File: src/design/sbpt_pkg.sv
package sbpt_pkg;

  // Sizing of the sieve and of the stored prime list.
  localparam int SIEVE_LIMIT = 10000;
  localparam int PRIME_COUNT = 1229;
  localparam int FLAG_DEPTH  = SIEVE_LIMIT + 1;

  // Field widths.
  localparam int VALUE_W = 27;
  localparam int TOTAL_W = 24;

  // Derived widths.
  localparam int FLAG_AW    = $clog2(FLAG_DEPTH);
  localparam int PRIME_W    = FLAG_AW;
  localparam int IDX_W      = $clog2(PRIME_COUNT);
  localparam int CNT_W      = $clog2(PRIME_COUNT + 1);
  localparam int SQ_W       = 2 * PRIME_W;
  localparam int CMP_W      = (SQ_W > VALUE_W) ? SQ_W : VALUE_W;
  localparam int DIV_CNT_W  = $clog2(VALUE_W);

  localparam logic [TOTAL_W-1:0] TALLY_MAX = '1;

  typedef enum logic [2:0] {
    SV_INIT,
    SV_READ,
    SV_CHECK,
    SV_MARK,
    SV_DONE
  } sieve_state_t;

  typedef enum logic [2:0] {
    TS_SIEVE,
    TS_IDLE,
    TS_LOOK,
    TS_FETCH,
    TS_SQUARE,
    TS_DECIDE,
    TS_DIV,
    TS_RESULT
  } test_state_t;

  typedef struct packed {
    logic             ready;
    logic [CNT_W-1:0] count;
  } sieve_status_t;

  typedef struct packed {
    logic done;
    logic rem_zero;
  } div_status_t;

endpackage

File: src/design/sbpt_div.sv
module sbpt_div
  import sbpt_pkg::*;
(
  input  logic               clk,
  input  logic               rst_n,
  input  logic               start,
  input  logic [VALUE_W-1:0] dividend,
  input  logic [PRIME_W-1:0] divisor,
  output div_status_t        status
);

  // Restoring remainder, one dividend bit per cycle, most significant first.
  logic                 busy_r;
  logic                 done_r;
  logic [VALUE_W-1:0]   dvd_r;
  logic [PRIME_W-1:0]   dsr_r;
  logic [PRIME_W-1:0]   rem_r;
  logic [DIV_CNT_W-1:0] bit_cnt_r;

  logic [PRIME_W:0]     trial;
  logic [PRIME_W:0]     dsr_x;
  logic [PRIME_W:0]     diff;
  logic [PRIME_W-1:0]   rem_nxt;

  assign trial   = {rem_r, dvd_r[VALUE_W-1]};
  assign dsr_x   = {1'b0, dsr_r};
  assign diff    = trial - dsr_x;
  assign rem_nxt = (trial >= dsr_x) ? diff[PRIME_W-1:0] : trial[PRIME_W-1:0];

  always_ff @(posedge clk) begin
    if (!rst_n) begin
      busy_r    <= 1'b0;
      done_r    <= 1'b0;
      bit_cnt_r <= '0;
    end else begin
      done_r <= 1'b0;
      if (start) begin
        busy_r    <= 1'b1;
        bit_cnt_r <= '0;
      end else if (busy_r) begin
        bit_cnt_r <= bit_cnt_r + 1'b1;
        if (bit_cnt_r == DIV_CNT_W'(VALUE_W - 1)) begin
          busy_r <= 1'b0;
          done_r <= 1'b1;
        end
      end
    end
  end

  always_ff @(posedge clk) begin
    if (start) begin
      dvd_r <= dividend;
      dsr_r <= divisor;
      rem_r <= '0;
    end else if (busy_r) begin
      dvd_r <= {dvd_r[VALUE_W-2:0], 1'b0};
      rem_r <= rem_nxt;
    end
  end

  assign status.done     = done_r;
  assign status.rem_zero = (rem_r == '0);

endmodule

File: config.mk
export PLATFORM = sky130hd
export DESIGN_NAME = sbpt_div
export DESIGN_NICKNAME = d
export VERILOG_FILES = /design/src/design/sbpt_pkg.sv /design/src/design/sbpt_div.sv
export SDC_FILE = /design/constraint.sdc
export NUM_CORES = 1
export LEC_CHECK = 0
export BUFFER_PORTS_ARGS = -buffer_cell sky130_fd_sc_hd__buf_2
export CAP_MARGIN = 5
export CORE_AREA = 3 3 80 82
export CTS_CLUSTER_SIZE = 30
export DETAILED_ROUTE_END_ITERATION = 10
export DIE_AREA = 0 0 83 85
export PLACE_DENSITY = 0.77
export SETUP_SLACK_MARGIN = 0.4
export SYNTH_ARGS = -nofsm -noshare
export SYNTH_HDL_FRONTEND = slang
export SYNTH_SLANG_ARGS = --single-unit
File: constraint.sdc
create_clock -name clk -period 2.6 [get_ports clk]
set_clock_uncertainty 0.15 [all_clocks]
set_input_delay 0.26 -clock clk [delete_from_list [all_inputs] [get_ports clk]]
set_output_delay 0.26 -clock clk [all_outputs]
set_load 0.02 [all_outputs]
==> metrics.csv, run 1 <==
stage,metric,value,unit
outcome,status,"complete, no violations",
layout,diodes,0,
cts,cts.sinks,62,
critical_path,r2r_end,rem_r[8],
cts,numCtsBuffers,9,
logic_synthesis,synthAdderAreaFrac,6.82,%
critical_path,worstRegToRegCells,10,
critical_path,worst_setup_path_end_kind,flop,
drt,drt_first_pass_iters,4,
critical_path,critical_path_class,reg2reg,
drt,antenna_left,0,
critical_path,crit_top_cell,inv_2,
global_routing,antenna_found_initial,0,
critical_path,r2r_setup_slack,0.30,ns
logic_synthesis,synth_fp_nets,336,
placed_design,hpwl,4.49,mm
logic_synthesis,synth-simple-area-share,8.64,%
sta,period_share,88.3,%
logic_synthesis,synth_top_family_by_area,compound AO/OA/AOI/OAI gates,
floorplan,start_util,55.5,%
floorplan,placementRows,28,
drt,viasPerCell,5.53,
layout,final_common_cell,buf_2,
critical_path,cp_slowest_cell,edfxtp_1,
drt,drc,0,
sta,hold_violations,0,
sta,relSlewSlack,67.0,%
sta,finalCriticalPeriod,2.30,ns
cts,path_clk_slew,0.07,ns
logic_synthesis,synth.avg_cell_area,11.7,um2
global_routing,grtUsageTotal,20.4,%
critical_path,worstSetupEndpoint,rem_r[8],
floorplan,core_area,5820,um2
critical_path,cp.arrival,2.39,ns
layout,final_cell_mix,"buf_2, edfxtp_1, mux2_2",
sta,hold_ws,0.0280,ns
drt,routed_wl,7.12,mm
layout,drive_gt1_share,40.9,%
critical_path,path_buf_inv,2,
flow_run,drv_cap,0,
layout,layout.nets,415,
cts,htree_levels,3,
logic_synthesis,netlist_area,3230,um2
sta,setup_tns,0,ns
layout,nFillCells,423,
floorplan,dieArea,7060,um2
drt,drtIter0Drc,238,
logic_synthesis,yosys_warnings,0,
floorplan,ioPinCount,46,
cts,clk_latency,0.33,ns
global_routing,grt_pass1_wl,11.5,mm
global_routing,grt_pass1_vias,2429,
global_routing,grt_start_max_net_pins,29,
logic_synthesis,synth_xor_area_share,3.80,%
critical_path,cp-startpoint,dvd_r[26],
min_path,min-delay-start,rst_n,
logic_synthesis,synth_compound_area_share,13.1,%
sta,slew_violations,0,
drt,vias,2402,
placed_design,gp_routability_congestion,0.894,
critical_path,critical_path.max_fanout,2,
floorplan,die_y,85,um
min_path,holdPathStages,2,
critical_path,cp_cell_sequence,"inv_2, ha_4, inv_2, fa_2, a211oi_4, o21ai_2, a21oi_2, xnor2_1, mux2i_1, a211oi_1",
cts,cts_tree,done,
power,leakage,1.66,nW
sta,fmax,436,MHz
cts,cts_buffer_depth,2,
power,peakVddDrop,0.394,mV
critical_path,reg2reg_from,dvd_r[26],
layout,area_delta_synth_final,30.2,%
drt,wl_per_cell,16.4,um
critical_path,cp-start-kind,flop,
min_path,hold_class,in2reg,
logic_synthesis,async_flop_share,0,%
placed_design,numPortBuffers,45,
critical_path,cp_slowest_stage_delay,0.40,ns
logic_synthesis,synthCells,275,
logic_synthesis,ys_ff_latch,62,
floorplan,die_x,83,um
logic_synthesis,seq_area_frac_synth,51.2,%
critical_path,cp_top_family,compound AO/OA/AOI/OAI gates,
logic_synthesis,synth.distinct_cells,52,
logic_synthesis,ys.flop_type,edfxtp_1,
cts,root_buffer,clkbuf_8,
sta,finalSetupViolations,0,
power,powerDensity,599,nW/um2
sta,grt_setup_unrepaired,true,
critical_path,cp_num_cells,10,
logic_synthesis,synthMuxAreaShare,11.2,%
logic_synthesis,synth_edf_count,41,
sta,worst_pin_slew,0.491,ns
global_routing,overflow,0,
critical_path,critical_path_required,2.70,ns
[synthesized netlist by cell type, types with 2 or more instances]
cell	instances	area [um2]
edfxtp_1	41	1230
mux2_2	26	293
dfxtp_1	21	420
nor2_1	21	78.8
inv_1	20	75.1
ha_1	16	200
nand2_1	15	56.3
a21oi_1	13	65.1
a211oi_1	10	75.1
xor2_1	8	70.1
mux2i_1	7	70.1
o21ai_0	7	35.0
xnor2_1	6	52.6
o21ai_1	4	20.0
a21o_1	3	22.5
a2bb2oi_1	3	26.3
buf_6	3	33.8
clkbuf_1	3	11.3
nand3_1	3	15.0
nand4_1	3	18.8
nor4_1	3	18.8
and2_1	2	12.5
buf_4	2	15.0
nor2b_1	2	12.5
nor3_1	2	10.0
o211a_1	2	20.0
o211ai_1	2	15.0
o21a_1	2	15.0
o21bai_1	2	15.0
[metrics by stage]
stage	utilization (%)	instances	setup WS [ns]	power, mW	cell area, um2
floorplan	-	275	0.400	1.49	3280
finish	72.2	434	0.305	2.52	4200
CTS	70.0	431	0.333	2.48	4070
detailed placement	61.5	393	0.179	1.60	3580
global route	72.2	434	0.188	2.63	4200
global placement	61.5	393	0.213	1.59	3580
[metal layers]
| metal | global-route usage (%) | part of all wire [%] |
|---|---|---|
| met2 | 34.3 | 50 |
| met1 | 26.3 | 43 |
| met3 | 3.69 | 4.1 |
| met4 | 7.88 | 2.1 |
| met5 | 0 | 0 |
[power breakdown]
group	total, mW	switching, mW	internal (mW)
clock network	0.822	0.381	0.441
logic	0.510	0.254	0.256
registers	1.19	0.0444	1.14
total	2.52	0.678	1.84
[cell type report]
class	count	area [um2]	share of cell area [%]
clock inverters	6	62.6	1.49
repair buffers	79	531	12.6
multi-input cells	182	1660	39.5
flip-flops and latches	62	1650	39.4
inverters	20	75.1	1.79
clock buffers	10	128	3.04
well taps	75	93.8	2.23
[cells by family after synthesis]
kind of cell             Yosys count
AO/OA/AOI/OAI                     60
XOR/XNOR                          14
adder cells (fa/ha/maj)           17
buffers and inverters             31
flip-flops                        62
multiplexers                      33
AND/OR/NAND/NOR                   58
[worst reg2reg max path, stage by stage (launching register included)]
cell      delay (ns)
edfxtp_1        0.40
inv_2           0.08
ha_4            0.13
inv_2           0.04
fa_2            0.37
a211oi_4        0.29
o21ai_2         0.10
a21oi_2         0.15
xnor2_1         0.17
mux2i_1         0.11
a211oi_1        0.23
[registers in the layout, summed over array words and instances (netlist names)]
| register | flops |
|---|---|
| busy_r | 1 |
| bit_cnt_r | 5 |
| done_r | 1 |
| dsr_r | 14 |
| dvd_r | 27 |
| rem_r | 14 |
[how the worst min path moves through the flow]
| stage | end | slack [ns] |
|---|---|---|
| after floorplan | dsr_r[0] | 0.21 |
| after global placement | dsr_r[6] | 0.29 |
| after detailed placement | dsr_r[13] | 0.29 |
| after CTS | busy_r | 0.02 |
| after global routing | busy_r | 0.05 |
| final | busy_r | 0.03 |
[repair_timing]
| item | in CTS | in global routing |
|---|---|---|
| buffers inserted | 7 | 3 |
| hold buffers | 14 | 0 |
| pin swaps | 19 | 13 |
| cloned | 1 | 0 |
| resized for setup | 23 | 16 |
| endpoints found under the hold margin | 14 | 0 |
| setup endpoints to repair | 14 | 15 |
Power figures use the tool's default switching activity.
==> run 2, diff against run 1 <==
==> constraint.sdc (replaced) <==
create_clock -name clk -period 2.6 [get_ports clk]
set_clock_uncertainty 0.15 [all_clocks]
set_input_delay 0.13 -clock clk [delete_from_list [all_inputs] [get_ports clk]]
set_output_delay 0.13 -clock clk [all_outputs]
set_load 0.02 [all_outputs]
==> metrics.csv, run 2 (same netlist as run 1, synthesis figures left out) <==
stage,metric,value,unit,change
outcome,status,"complete, no violations",,unchanged
floorplan,core_area,5820,um2,unchanged
cts,cts_buffer_depth,2,,unchanged
sta,finalSetupViolations,0,,unchanged
global_routing,grt_pass1_vias,2617,,was 2429
global_routing,antenna_found_initial,0,,unchanged
floorplan,dieArea,7060,um2,unchanged
placed_design,gp_routability_congestion,0.863,,was 0.894
layout,fin_cells,462,,was 434
sta,period_share,91.7,%,was 88.3%
drt,wl_per_cell,17.0,um,was 16.4 um
cts,clk_latency,0.34,ns,was 0.33 ns
drt,drt_first_pass_iters,4,,unchanged
critical_path,critical_path_class,reg2reg,,unchanged
global_routing,overflow,0,,unchanged
sta,hold_violations,0,,unchanged
floorplan,start_util,55.5,%,unchanged
sta,setup_tns,0,ns,unchanged
layout,area_delta_synth_final,38.4,%,was 30.2%
floorplan,placementRows,28,,unchanged
drt,drtIter0Drc,139,,was 238
sta,worst_pin_slew,0.548,ns,was 0.491 ns
layout,multi_input_area,1650,um2,was 1660 um2
critical_path,cp_cell_sequence,"inv_2, ha_4, inv_2, fa_2, a211oi_4, o211a_1, o21bai_1, a21oi_2, xor2_1, o21ai_1",,"was inv_2, ha_4, inv_2, fa_2, a211oi_4, o21ai_2, a21oi_2, xnor2_1, mux2i_1, a211oi_1"
critical_path,cp_slowest_cell,edfxtp_1,,unchanged
sta,grt_setup_unrepaired,true,,unchanged
sta,slew_violations,0,,unchanged
layout,final_cell_mix,"buf_2, dlygate4sd3_1, edfxtp_1",,"was buf_2, edfxtp_1, mux2_2"
floorplan,die_x,83,um,unchanged
power,peakVddDrop,0.411,mV,was 0.394 mV
sta,finalCriticalPeriod,2.38,ns,was 2.30 ns
cts,cts.sinks,62,,unchanged
critical_path,critical_path_required,2.68,ns,was 2.70 ns
drt,vias,2545,,was 2402
layout,regArea,1650,um2,about the same
drt,viasPerCell,5.51,,was 5.53
layout,layout.nets,443,,was 415
critical_path,worst_setup_path_end_kind,flop,,unchanged
cts,cts_tree,done,,unchanged
global_routing,grtUsageTotal,23.4,%,was 20.4%
layout,reg.largest.list,"dvd_r (27), dsr_r (14), rem_r (14)",,unchanged
cts,htree_levels,3,,unchanged
critical_path,crit_top_cell,inv_2,,unchanged
flow_run,drv_cap,0,,unchanged
global_routing,grt_pass1_wl,12.8,mm,was 11.5 mm
layout,drive_gt1_share,37.7,%,was 40.9%
placed_design,numPortBuffers,45,,unchanged
drt,antenna_left,0,,unchanged
layout,largest_reg_flops,27,,unchanged
drt,routed_wl,7.86,mm,was 7.12 mm
power,leakage,1.78,nW,was 1.66 nW
layout,final_common_cell,buf_2,,unchanged
floorplan,die_y,85,um,unchanged
drt,drc,0,,unchanged
global_routing,grt_start_max_net_pins,29,,unchanged
floorplan,ioPinCount,46,,unchanged
sta,relSlewSlack,63.3,%,was 67.0%
power,powerDensity,577,nW/um2,was 599 nW/um2
layout,nFillCells,356,,was 423
critical_path,cp.arrival,2.46,ns,was 2.39 ns
layout,diodes,0,,unchanged
cts,root_buffer,clkbuf_8,,unchanged
critical_path,cp_slowest_stage_delay,0.42,ns,was 0.40 ns
critical_path,critical_path.max_fanout,2,,unchanged
cts,numCtsBuffers,9,,unchanged
layout,top_register,dvd_r,,unchanged
sta,fmax,420,MHz,was 436 MHz
critical_path,cp-start-kind,flop,,unchanged
cts,path_clk_slew,0.07,ns,about the same
placed_design,hpwl,4.70,mm,was 4.49 mm
min_path,hold_class,in2reg,,unchanged
placed_design,dpl.cell_count,395,,was 393
-- run 2: changes by cell type in the layout (fill, tap and decap cells not counted), moves of 2 or more --
cell / change
a21oi_2: -3
clkinv_4: -2
a211oi_1: -3
a211oi_2: +3
dlygate4sd3_1: +28
mux2i_1: -2
a21oi_1: +3
mux2i_2: +2
-- run 2: final cells by class --
class	count	area share, %
Clock buffer	12	3.25
Clock inverter	4	1.06
Inverter	20	1.68
Multi-Input combinational cell	182	36.9
Sequential cell	62	37.0
Tap cell	75	2.10
Timing Repair Buffer	107	18.1
-- run 2: worst paths after layout --
| path | from | end | slack, ns | cells past startpoint |
|---|---|---|---|---|
| worst min-delay path | start | dsr_r[0] | 0.14 | 1 |
| worst max register to register | dvd_r[26] | rem_r[10] | 0.22 | 10 |
| worst max-delay path | dvd_r[26] | rem_r[10] | 0.22 | 10 |
| worst min register to register | bit_cnt_r[1] | bit_cnt_r[1] | 0.37 | 2 |
-- run 2: critical path: cells and delay by family, from the launching register on --
family | cells | cell delay, ns
AOI/OAI and AO/OA | 5 | 0.81
adders and majority gates | 2 | 0.51
DFF | 1 | 0.42
xor gates and xnor gates | 1 | 0.25
buffers and inverters | 2 | 0.12
-- run 2: per-layer routing --
layer	share of wire, %	up-vias	GRT usage, %
met5	0	-	0
met4	2.0	0	7.73
met3	5.1	15	6.80
met2	51	75	39.7
met1	42	1230	28.8
li1	-	1225	-
-- run 2: timing repair --
action | 4_1_cts | 5_1_grt
buffers inserted | 6 | 2
hold endpoints to repair | 42 | 0
hold buffers | 42 | 0
pin swaps | 25 | 11
gates cloned | 1 | 0
gates resized for setup | 20 | 16
setup endpoints to repair | 14 | 14
-- run 2: power by group --
part / switching (mW) / internal (mW)
sequential: 0.0443 / 1.14
clock: 0.382 / 0.466
combinational: 0.265 / 0.280
-- run 2: metrics by stage --
step	hold slack, ns	total power [mW]	cell area (um2)	worst slack (ns)	utilization (%)
floorplan	0.0789	1.49	3280	0.400	-
global placement	0.156	1.59	3590	0.180	61.8
detailed placement	0.158	1.61	3590	0.156	61.8
CTS	0.149	2.54	4370	0.278	75.1
global route	0.157	2.69	4470	0.146	76.8
finish	0.145	2.58	4470	0.216	76.8
